[config.mk]
export PLATFORM = sky130hd
export DESIGN_NAME = directory_name_hash_half_md4
export DESIGN_NICKNAME = d
export VERILOG_FILES = /design/src/dnh_pkg.sv /design/src/dnh_pack.sv /design/src/dnh_round.sv /design/src/directory_name_hash_half_md4.sv
export SDC_FILE = /design/constraint.sdc
export NUM_CORES = 2
export LEC_CHECK = 0
export ABC_AREA = 1
export CAP_MARGIN = 10
export CELL_PAD_IN_SITES_DETAIL_PLACEMENT = 1
export CELL_PAD_IN_SITES_GLOBAL_PLACEMENT = 1
export CORE_MARGIN = 2
export CORE_UTILIZATION = 54
export DETAILED_ROUTE_END_ITERATION = 12
export DONT_BUFFER_PORTS = 1
export PLACE_DENSITY = 0.92
export SETUP_SLACK_MARGIN = 0.5
export SYNTH_ARGS = -nofsm -noshare
export SYNTH_HDL_FRONTEND = slang
export SYNTH_SLANG_ARGS = --single-unit
[constraint.sdc]
create_clock -name clk -period 30.7 [get_ports clk]
set_input_delay 3.07 -clock clk [delete_from_list [all_inputs] [get_ports clk]]
set_output_delay 3.07 -clock clk [all_outputs]
set_load 0.01 [all_outputs]
[src/dnh_pkg.sv]
package dnh_pkg;

    // Longest name that is hashed; bytes past it are dropped
    localparam logic [7:0] MAX_NAME_LEN = 8'd255;

    // Bytes per half-MD4 block, as a mask of the block start
    localparam logic [7:0] BLK_START_MASK = 8'hE0;

    // Index of the last round of a transform
    localparam logic [4:0] LAST_ROUND = 5'd23;

    // Default chaining value, used when the seed is all zero
    localparam logic [31:0] MD4_IV [4] = '{
        32'h67452301, 32'hefcdab89, 32'h98badcfe, 32'h10325476
    };

    // Round groups of the transform
    localparam logic [1:0] GRP_SEL = 2'd0;
    localparam logic [1:0] GRP_MAJ = 2'd1;
    localparam logic [1:0] GRP_XOR = 2'd2;

    localparam logic [31:0] K_MAJ = 32'h5A827999;
    localparam logic [31:0] K_XOR = 32'h6ED9EBA1;

    // Message word taken in each round
    localparam logic [2:0] MSG_ORDER [24] = '{
        3'd0, 3'd1, 3'd2, 3'd3, 3'd4, 3'd5, 3'd6, 3'd7,
        3'd1, 3'd3, 3'd5, 3'd7, 3'd0, 3'd2, 3'd4, 3'd6,
        3'd3, 3'd7, 3'd2, 3'd6, 3'd1, 3'd5, 3'd0, 3'd4
    };

    // Rotate amount, indexed by {group, step[1:0]}
    localparam logic [4:0] ROT_AMT [12] = '{
        5'd3, 5'd7, 5'd11, 5'd19,
        5'd3, 5'd5, 5'd9,  5'd13,
        5'd3, 5'd9, 5'd11, 5'd15
    };

    // Pad word built from the bytes left in the current block
    function automatic logic [31:0] dnh_pad(logic [7:0] eff, logic [7:0] seen);
        logic [31:0] rem;
        logic [31:0] half;
        begin
            rem  = {24'd0, eff} - {24'd0, seen & BLK_START_MASK};
            half = rem | (rem << 8);
            return half | (half << 16);
        end
    endfunction

    // Versions 1, 2 (signed) and 4, 5 (unsigned) use half-MD4
    function automatic logic dnh_is_md4(logic [7:0] mode);
        begin
            return (mode == 8'd1) || (mode == 8'd2) || (mode == 8'd4) || (mode == 8'd5);
        end
    endfunction

    // Bytes are sign-extended only below version 3
    function automatic logic dnh_is_signed(logic [7:0] mode);
        begin
            return mode < 8'd3;
        end
    endfunction

endpackage

[src/dnh_pack.sv]
module dnh_pack
(
    input  logic [7:0]  name_byte,
    input  logic [7:0]  hash_mode,
    input  logic [7:0]  eff_len,
    input  logic [7:0]  seen,
    input  logic [31:0] acc_word,
    input  logic [31:0] mul_sum,
    output logic [31:0] acc_out,
    output logic [31:0] mul_out
);

    logic [31:0] base;
    logic [31:0] byte_ext;

    // A new word starts from the pad, then bytes shift in from the right
    assign base = (seen[1:0] == 2'd0) ? dnh_pkg::dnh_pad(eff_len, seen) : acc_word;

    assign byte_ext = (dnh_pkg::dnh_is_signed(hash_mode) && name_byte[7])
                      ? {24'hFFFFFF, name_byte} : {24'd0, name_byte};

    assign acc_out = byte_ext + {base[23:0], 8'd0};

    // h*33 + byte over unsigned bytes
    assign mul_out = (mul_sum << 5) + mul_sum + {24'd0, name_byte};

endmodule

[src/dnh_round.sv]
module dnh_round
(
    input  logic [4:0]  rnd,
    input  logic [31:0] v_a,
    input  logic [31:0] v_x,
    input  logic [31:0] v_y,
    input  logic [31:0] v_z,
    input  logic [31:0] msg_word,
    output logic [31:0] r_out
);

    logic [1:0]  grp;
    logic [31:0] fval;
    logic [31:0] kval;
    logic [31:0] sum;
    logic [4:0]  amt;
    logic [63:0] dbl;

    assign grp = rnd[4:3];

    // Round function and constant of the current group
    always_comb
    begin
        case (grp)
            dnh_pkg::GRP_SEL:
            begin
                fval = v_z ^ (v_x & (v_y ^ v_z));
                kval = 32'd0;
            end
            dnh_pkg::GRP_MAJ:
            begin
                fval = (v_x & v_y) + ((v_x ^ v_y) & v_z);
                kval = dnh_pkg::K_MAJ;
            end
            dnh_pkg::GRP_XOR:
            begin
                fval = v_x ^ v_y ^ v_z;
                kval = dnh_pkg::K_XOR;
            end
            default:
            begin
                fval = v_x ^ v_y ^ v_z;
                kval = dnh_pkg::K_XOR;
            end
        endcase
    end

    assign sum = v_a + fval + msg_word + kval;
    assign amt = dnh_pkg::ROT_AMT[{grp, rnd[1:0]}];

    // Rotate left
    assign dbl   = {sum, sum} << amt;
    assign r_out = dbl[63:32];

endmodule

[src/directory_name_hash_half_md4.sv]
// Directory name hash: a name enters one byte per beat and the beat marked
// last_byte returns one 32-bit hash with bit 0 clear. Versions 1, 2, 4 and 5
// run half-MD4 over 32-byte blocks (1 and 2 sign-extend bytes), chained from
// the seed registers or from the MD4 constants when the seed is all zero;
// other versions give h*33+byte. Seeds must be written while the block is
// idle. A byte is taken whenever the block is idle. A byte that closes a
// 32-byte block holds the input through its transform (24 rounds, then the
// chain add), because one round unit does one round per cycle. The last byte
// pads any open block, runs its transform and then loads the result;
// a result still waiting on out_stall holds the input only once the next
// name's hash is ready to load.
module directory_name_hash_half_md4
(
    input  logic        clk,
    input  logic        rst_n,
    input  logic        cfg_wr_en,
    input  logic [1:0]  cfg_index,
    input  logic [31:0] cfg_data,
    input  logic        in_valid,
    output logic        in_stall,
    input  logic [7:0]  name_byte,
    input  logic [7:0]  name_len,
    input  logic [7:0]  hash_mode,
    input  logic        last_byte,
    output logic        out_valid,
    input  logic        out_stall,
    output logic [31:0] hash_value
);

    typedef enum logic [2:0] {
        S_IDLE,
        S_FILL,
        S_ROUND,
        S_ADD,
        S_DONE
    } state_t;

    state_t      state_reg, state_next;
    logic [4:0]  rnd_reg, rnd_next;
    logic [2:0]  w_reg, w_next;
    logic        part_reg, part_next;
    logic        fin_reg, fin_next;
    logic        sel_reg, sel_next;
    logic [7:0]  eff_reg, eff_next;
    logic [7:0]  bs_reg, bs_next;
    logic [31:0] acc_reg, acc_next;
    logic [31:0] msum_reg, msum_next;
    logic        out_valid_reg, out_valid_next;
    logic [31:0] hash_reg, hash_next;

    logic [31:0] seed_reg [4];
    logic [31:0] chain_reg [4];
    logic [31:0] work_reg [4];
    logic [31:0] msg_reg [8];

    logic        accept;
    logic [7:0]  eff;
    logic        take;
    logic        chain_load;
    logic        seed_zero;
    logic        work_load;
    logic        msg_we;
    logic [2:0]  msg_waddr;
    logic [31:0] msg_wdata;
    logic [31:0] pack_acc;
    logic [31:0] pack_mul;
    logic [31:0] round_out;
    logic [31:0] result;

    assign in_stall   = (state_reg != S_IDLE);
    assign out_valid  = out_valid_reg;
    assign hash_value = hash_reg;

    assign accept    = in_valid && !in_stall;
    assign eff       = (name_len < dnh_pkg::MAX_NAME_LEN) ? name_len : dnh_pkg::MAX_NAME_LEN;
    assign take      = bs_reg < eff;
    assign seed_zero = ((seed_reg[0] | seed_reg[1] | seed_reg[2] | seed_reg[3]) == 32'd0);
    assign result    = sel_reg ? chain_reg[1] : msum_reg;

    // Byte packing and multiplicative sum
    dnh_pack u_pack
    (
        .name_byte (name_byte),
        .hash_mode (hash_mode),
        .eff_len   (eff),
        .seen      (bs_reg),
        .acc_word  (acc_reg),
        .mul_sum   (msum_reg),
        .acc_out   (pack_acc),
        .mul_out   (pack_mul)
    );

    // Shared round unit; slot 0 is always the word being updated
    dnh_round u_round
    (
        .rnd      (rnd_reg),
        .v_a      (work_reg[0]),
        .v_x      (work_reg[1]),
        .v_y      (work_reg[2]),
        .v_z      (work_reg[3]),
        .msg_word (msg_reg[dnh_pkg::MSG_ORDER[rnd_reg]]),
        .r_out    (round_out)
    );

    // Sequencer next state
    always_comb
    begin
        state_next     = state_reg;
        rnd_next       = rnd_reg;
        w_next         = w_reg;
        part_next      = part_reg;
        fin_next       = fin_reg;
        sel_next       = sel_reg;
        eff_next       = eff_reg;
        bs_next        = bs_reg;
        acc_next       = acc_reg;
        msum_next      = msum_reg;
        hash_next      = hash_reg;
        out_valid_next = out_valid_reg && out_stall;
        chain_load     = 1'b0;
        work_load      = 1'b0;
        msg_we         = 1'b0;
        msg_waddr      = w_reg;
        msg_wdata      = part_reg ? acc_reg : dnh_pkg::dnh_pad(eff_reg, bs_reg);

        case (state_reg)
            S_IDLE:
            begin
                if (accept)
                begin
                    chain_load = (bs_reg == 8'd0) && (take || last_byte);
                    if (take)
                    begin
                        acc_next  = pack_acc;
                        msum_next = pack_mul;
                        bs_next   = 8'(bs_reg + 8'd1);
                        if (bs_reg[1:0] == 2'd3)
                        begin
                            msg_we    = 1'b1;
                            msg_waddr = bs_reg[4:2];
                            msg_wdata = pack_acc;
                        end
                    end
                    if (last_byte)
                    begin
                        fin_next = 1'b1;
                        sel_next = dnh_pkg::dnh_is_md4(hash_mode);
                        eff_next = eff;
                    end
                    if (take && (bs_next[4:0] == 5'd0))
                    begin
                        state_next = S_ROUND;
                        rnd_next   = 5'd0;
                        work_load  = 1'b1;
                    end
                    else if (last_byte && (bs_next[4:0] != 5'd0))
                    begin
                        state_next = S_FILL;
                        w_next     = bs_next[4:2];
                        part_next  = (bs_next[1:0] != 2'd0);
                    end
                    else if (last_byte)
                    begin
                        state_next = S_DONE;
                    end
                end
            end

            // Close the open block: partial word if any, then pad words
            S_FILL:
            begin
                msg_we    = 1'b1;
                part_next = 1'b0;
                w_next    = 3'(w_reg + 3'd1);
                if (w_reg == 3'd7)
                begin
                    state_next = S_ROUND;
                    rnd_next   = 5'd0;
                    work_load  = 1'b1;
                end
            end

            S_ROUND:
            begin
                rnd_next = 5'(rnd_reg + 5'd1);
                if (rnd_reg == dnh_pkg::LAST_ROUND)
                begin
                    state_next = S_ADD;
                end
            end

            S_ADD:
            begin
                state_next = fin_reg ? S_DONE : S_IDLE;
            end

            S_DONE:
            begin
                if (!out_valid_reg || !out_stall)
                begin
                    out_valid_next = 1'b1;
                    hash_next      = {result[31:1], 1'b0};
                    bs_next        = 8'd0;
                    acc_next       = 32'd0;
                    msum_next      = 32'd0;
                    fin_next       = 1'b0;
                    state_next     = S_IDLE;
                end
            end

            default:
            begin
                state_next = S_IDLE;
            end
        endcase
    end

    // State, counters and output beat
    always_ff @(posedge clk or negedge rst_n)
    begin
        if (!rst_n)
        begin
            state_reg     <= S_IDLE;
            rnd_reg       <= 5'd0;
            w_reg         <= 3'd0;
            part_reg      <= 1'b0;
            fin_reg       <= 1'b0;
            sel_reg       <= 1'b0;
            eff_reg       <= 8'd0;
            bs_reg        <= 8'd0;
            acc_reg       <= 32'd0;
            msum_reg      <= 32'd0;
            out_valid_reg <= 1'b0;
            hash_reg      <= 32'd0;
        end
        else
        begin
            state_reg     <= state_next;
            rnd_reg       <= rnd_next;
            w_reg         <= w_next;
            part_reg      <= part_next;
            fin_reg       <= fin_next;
            sel_reg       <= sel_next;
            eff_reg       <= eff_next;
            bs_reg        <= bs_next;
            acc_reg       <= acc_next;
            msum_reg      <= msum_next;
            out_valid_reg <= out_valid_next;
            hash_reg      <= hash_next;
        end
    end

    // Seed registers
    always_ff @(posedge clk or negedge rst_n)
    begin
        if (!rst_n)
        begin
            for (int i = 0; i < 4; i++)
            begin
                seed_reg[i] <= 32'd0;
            end
        end
        else if (cfg_wr_en)
        begin
            seed_reg[cfg_index] <= cfg_data;
        end
    end

    // Chain, working words and message words
    always_ff @(posedge clk)
    begin
        if (chain_load)
        begin
            for (int i = 0; i < 4; i++)
            begin
                chain_reg[i] <= seed_zero ? dnh_pkg::MD4_IV[i] : seed_reg[i];
            end
        end
        else if (state_reg == S_ADD)
        begin
            for (int i = 0; i < 4; i++)
            begin
                chain_reg[i] <= chain_reg[i] + work_reg[i];
            end
        end

        // Words rotate one slot per round; after 24 rounds they are home again
        if (work_load)
        begin
            for (int i = 0; i < 4; i++)
            begin
                work_reg[i] <= chain_reg[i];
            end
        end
        else if (state_reg == S_ROUND)
        begin
            work_reg[0] <= work_reg[3];
            work_reg[1] <= round_out;
            work_reg[2] <= work_reg[1];
            work_reg[3] <= work_reg[2];
        end

        if (msg_we)
        begin
            msg_reg[msg_waddr] <= msg_wdata;
        end
    end

    // Round counter walks 0..23 without a gap
    assert property (@(posedge clk) disable iff (!rst_n)
        (state_reg == S_ROUND) && (rnd_reg != dnh_pkg::LAST_ROUND)
        |=> (state_reg == S_ROUND) && (rnd_reg == 5'($past(rnd_reg) + 5'd1)))
        else $error("round counter skipped");

    // A transform runs only on a full block or on the closing block
    assert property (@(posedge clk) disable iff (!rst_n)
        (state_reg == S_ROUND) |-> (bs_reg[4:0] == 5'd0) || fin_reg)
        else $error("transform on an open block");

    // Padding always ends with the last message word, then the rounds start
    assert property (@(posedge clk) disable iff (!rst_n)
        (state_reg == S_FILL) && (w_reg == 3'd7) |=> (state_reg == S_ROUND) && (rnd_reg == 5'd0))
        else $error("fill did not hand over to the rounds");

    // Delivering a result clears the per-name state
    assert property (@(posedge clk) disable iff (!rst_n)
        (state_reg == S_DONE) && (!out_valid_reg || !out_stall)
        |=> out_valid_reg && (bs_reg == 8'd0) && (msum_reg == 32'd0) && !fin_reg)
        else $error("name state not cleared after result");

    // A pending result is never overwritten by the next name
    assert property (@(posedge clk) disable iff (!rst_n)
        out_valid_reg && out_stall |=> out_valid_reg && (hash_reg == $past(hash_reg)))
        else $error("pending result lost");

endmodule

After elaboration in Yosys (flattened, before gate mapping)
Memory sizes are Yosys's and may differ from the RTL's. Index checks and enable logic that the tools add are counted.

Add/subtract/negate cells: 16. Order comparisons: 7. Eq/ne operators: 22. Shift-type cells: 1. Muxes and demuxes: 96. Bitwise operators: 25. Reduce and logical (&&, ||, !) cells: 35.

Operators by type and width (number): $mux 32 (25); $add 32x32->32 (9); $pmux 32 s2 (3); $or 32x32->32 (5); $bwmux 128 (1); $xor 32x32->32 (4); $and 32x32->32 (3); $demux 32 s2 (1); $shl 64x5->64 (1); $pmux 31 s2 (1); $mux 3 (17); $mux 8 (6); $or 24x24->24 (2); $add 32x31->32 (1); $add 32x8->32 (1); $logic_not 32->1 (1); $mux 1 (28); $mux 5 (5); $mux 24 (1); $ne 2x2->1 const B (9); $sub 8x8->9 (2); $eq 8x3->1 const B (2); $pmux 8 s2 (1); $reduce_and 4->1 (4); 40 further kinds (69).

Flip-flop bits (word level): 254. Bits in writable memories: 512. ROM bits: 176. Bits of input ports: 64. Output and inout port bits: 34. Logic and storage cells: 224. Memories kept: 5.

Memory list: msg_reg (words 8, width 32, rd ports 1, clocked after Yosys merged registers in 0, write ports 1, line directory_name_hash_half_md4.sv:54) `logic [31:0] msg_reg [8];`; chain_reg (words 4, width 32, rd ports 4, clocked after Yosys merged registers in 0, write ports 4, line directory_name_hash_half_md4.sv:52) `logic [31:0] chain_reg [4];`; work_reg (words 4, width 32, rd ports 4, clocked after Yosys merged registers in 0, write ports 4, line directory_name_hash_half_md4.sv:53) `logic [31:0] work_reg [4];`; (name not given) (words 32, width 3, rd ports 1, clocked after Yosys merged registers in 0, write ports 0, line directory_name_hash_half_md4.sv:101) `.msg_word (msg_reg[dnh_pkg::MSG_ORDER[rnd_reg]]),`; (name not given) (words 16, width 5, rd ports 1, clocked after Yosys merged registers in 0, write ports 0, line dnh_round.sv:49) `assign amt = dnh_pkg::ROT_AMT[{grp, rnd[1:0]}];`.

Logic depth before layout (Yosys ltp)
Depth in word-level cells: 14. Gate-level depth with buffers: 40.

Cells and area by module
Synthesis repeated with hierarchy kept, for this count alone.

Cell total of the unflattened synthesis: 6700. Area, all modules: 52515.4 um^2.

By module, submodules not included: directory_name_hash_half_md4 (instances 1, cells each 4366, area each 39241.4 um^2, sequential area each 21730.8 um^2); dnh_round (instances 1, cells each 1455, area each 8575.7 um^2, sequential area each 0.0 um^2); dnh_pack (instances 1, cells each 879, area each 4698.3 um^2, sequential area each 0.0 um^2).

Worst setup path before layout
No wires, ideal clock.

Path kind: input-to-reg. Start point: input port name_len[7]. End point: memory chain_reg[0][0] (enable). Library setup time: 0.792 ns. Data arrival time: 13.095 ns. Data required time: 29.908 ns. Path slack: 16.814 ns. Stages: 9. Buffers on the path: 1. Cells stage by stage: clkbuf_1 -> ha_1 -> nand2_1 -> nor2_1 -> a211oi_2 -> nand2_4 -> inv_2 -> o211ai_1 -> o21ai_0.

RTL lines: start, declared (line directory_name_hash_half_md4.sv:22) `input logic [7:0] name_len,`; end, declared (line directory_name_hash_half_md4.sv:52).

==> flow_metrics.py <==
metrics = {
    "worst_setup_path": {
        "cpPeakStageDelay_ps": 870,
        "crit_path_end": "work_reg[1][11]",
        "crit-reg2reg-capture": "work_reg[1][11]",
        "worstPathMaxFanout": 74,
        "critPathRequiredTime_ps": 31130,
        "worstSetupPathType": "flop to flop",
        "rr_worst_depth": 26,
        "start_kind": "flop",
        "critical_path.slowest_cell": "inv_2",
        "reg2reg_setup_slack_ps": 22600,
        "crit_top_cell": "nand3_1",
        "endpoint_kind": "flop",
        "worst_r2r_startpoint": "rnd_reg[4]",
        "crit_arrival_ps": 8530,
        "startpoint": "rnd_reg[4]",
    },
    "sta": {
        "post-route-min-period_ps": 8100,
        "worst_pin_slew_ps": 1460,
        "fmax_mhz": 123,
        "relSlewSlack_pct": 2.80,
        "skew_ps": 49.9,
        "rsz0062_at_grt": "false",
        "maxSlewViolCount": 0,
        "final_hold_viol_count": 0,
        "setup_tns_ps": 0,
        "setup_violations": 0,
        "period_share_pct": 26.4,
    },
    "grt": {
        "grt_max_degree": 255,
        "grt-ovfl-total": 0,
        "grt_pass1_vias": 47100,
        "grt_usage_pct": 39.9,
        "antenna_found_initial": 11,
        "grt_pass1_wl_mm": 287,
    },
    "synthesis": {
        "ys_top_cells_by_area": "edfxtp_1 31%, dfrtp_1 13%, nand2_1 10%",
        "synth-seq-area-share_pct": 43.9,
        "yosys-top-cells-count": "1346 x nand2_1, 709 x o21ai_0, 563 x inv_1, 512 x edfxtp_1, 435 x nor2_1",
        "synth_top_area_cell": "edfxtp_1",
        "yosysMostFrequentCell": "nand2_1",
        "synth_cell_types": 81,
        "netlist_instances": 5886,
        "synth_area_mm2": 0.0495,
        "syn_area_per_cell_um2": 8.41,
        "synthFlopType": "edfxtp_1",
        "synth_top_area_share_pct": 31.1,
        "ys_async_sr_fraction_pct": 33.2,
        "ys_warn_count": 0,
        "synth_fp_nets": 6344,
        "synth_seq_cells": 766,
        "synth_edf_count": 512,
    },
    "placed_design": {
        "dp.final_hpwl_mm": 137,
        "gp_congestion": 1.02,
        "place_area_mm2": 0.0505,
        "port_buffers": 0,
    },
    "floorplan": {
        "num_io_pins": 98,
        "core-area_mm2": 0.0912,
        "dieArea_mm2": 0.0941,
        "start_util_pct": 54.2,
        "die_h_um": 307,
        "rows": 111,
        "die_x_um": 307,
    },
    "clock_network": {
        "clkTransAtPathRegs_ps": 60,
        "post_cts_buffers": 0,
        "cts_tree": "yes",
        "cts_root_buffer": "clkbuf_16",
        "cts_buffer_depth": 3,
        "clkLatencyLatePin_ps": 710,
        "htree_num_levels": 3,
        "cts_hold_buf": 0,
        "clock_sinks": 766,
        "cts-resized-gates": 0,
        "cts_buffers": 87,
    },
    "final_layout": {
        "area_delta_synth_final_pct": 8.58,
        "final_nets": 6256,
        "stdcell_area_mm2": 0.0537,
        "largest_reg_flops": 256,
        "final_util_pct": 58.9,
        "drive_gt1_share_pct": 4.94,
    },
    "drt": {
        "wl_per_cell_um": 27.0,
        "vias": 45900,
        "dr.pass1.iters": 8,
        "final_antenna_net_count": 0,
        "wl_mm": 190,
        "drt_iter0_markers": 5785,
        "drc": 0,
        "vias_per_cell": 6.50,
    },
    "outcome": {
        "status": "completed",
    },
    "run": {
        "drv_cap": 0,
    },
    "hold_path": {
        "hold_path.startpoint": "fin_reg",
        "worst_hold_path_type": "flop to flop",
    },
}
cells by family (layout without fill, tap and decap cells):
group | Yosys count | count (layout) | synth area share [%]
mux | 10 | 10 | 0.202
compound gates | 1470 | 1470 | 16.8
fa+ha+maj | 394 | 394 | 11.0
buf+inv | 795 | 780 | 6.17
simple gates | 2305 | 2305 | 19.4
flops | 766 | 766 | 43.9
other cells | 1 | 3 | 0.00758
xor+xnor | 145 | 145 | 2.57
cell type report:
class,instances,area (um^2)
Fill cell,10700,37500
Multi-Input combinational cell,4325,24800
Sequential cell,766,21700
Clock buffer,115,2460
Inverter,578,2180
Tap cell,1186,1480
Clock inverter,47,658
Timing Repair Buffer,40,390
Antenna cell,2,5.00
metal layers:
metal | wire length (um) | vias to the layer above | part of all wire, % | global-route usage [%]
li1 | - | 20100 | - | -
met5 | 67 | - | 0.035 | 0
met4 | 11100 | 10 | 5.9 | 20.8
met3 | 19600 | 579 | 10 | 7.79
met2 | 84500 | 2521 | 44 | 61.9
met1 | 75100 | 22700 | 39 | 53.2
metrics by stage:
stage	cells	hold slack [ps]	setup slack, ps
after floorplan	5886	449	16810
after global placement	6889	463	23120
after detailed placement	6889	477	22700
after CTS	7051	497	22860
after global routing	7057	523	22170
final	7059	496	22600
worst max-delay path: cells and delay by family, from the launching register on:
family	cells	cell delay (ps)
DFF	1	770
buffers and inverters	5	1970
and+or+nand+nor	13	2420
AOI/OAI and AO/OA	5	1150
adders and majority gates	3	1420
cells in the final DEF, fill, tap and decap left out, types with 30 or more instances in the layout:
cell and n:
a21oi_1 405, dfrtp_1 254, o22ai_1 44, clkbuf_16 92, o21ai_0 708, inv_1 559, nand3_1 320, nor3_1 44
o21bai_1 33, ha_1 327, nor2_1 426, xor2_1 92, nor4_1 32, a31oi_1 33, fa_1 67, o21ai_1 30
nand2_1 1345, buf_4 34, o221ai_1 42, edfxtp_1 512, nand4_1 40, xnor2_1 53
worst min-delay path by stage:
stage / to / slack (ps) / cells after the start
2_1_floorplan: acc_reg[29] / 450 / 2
3_5_place_dp: seed_reg[25] / 480 / 2
3_3_place_gp: acc_reg[29] / 460 / 2
6_report: fin_reg / 500 / 1
4_1_cts: seed_reg[62] / 500 / 2
5_1_grt: acc_reg[31] / 520 / 2
Power is left out: the tool's default activity adds up to more than one toggle a clock period on the data nets, which glitch-free logic cannot reach.
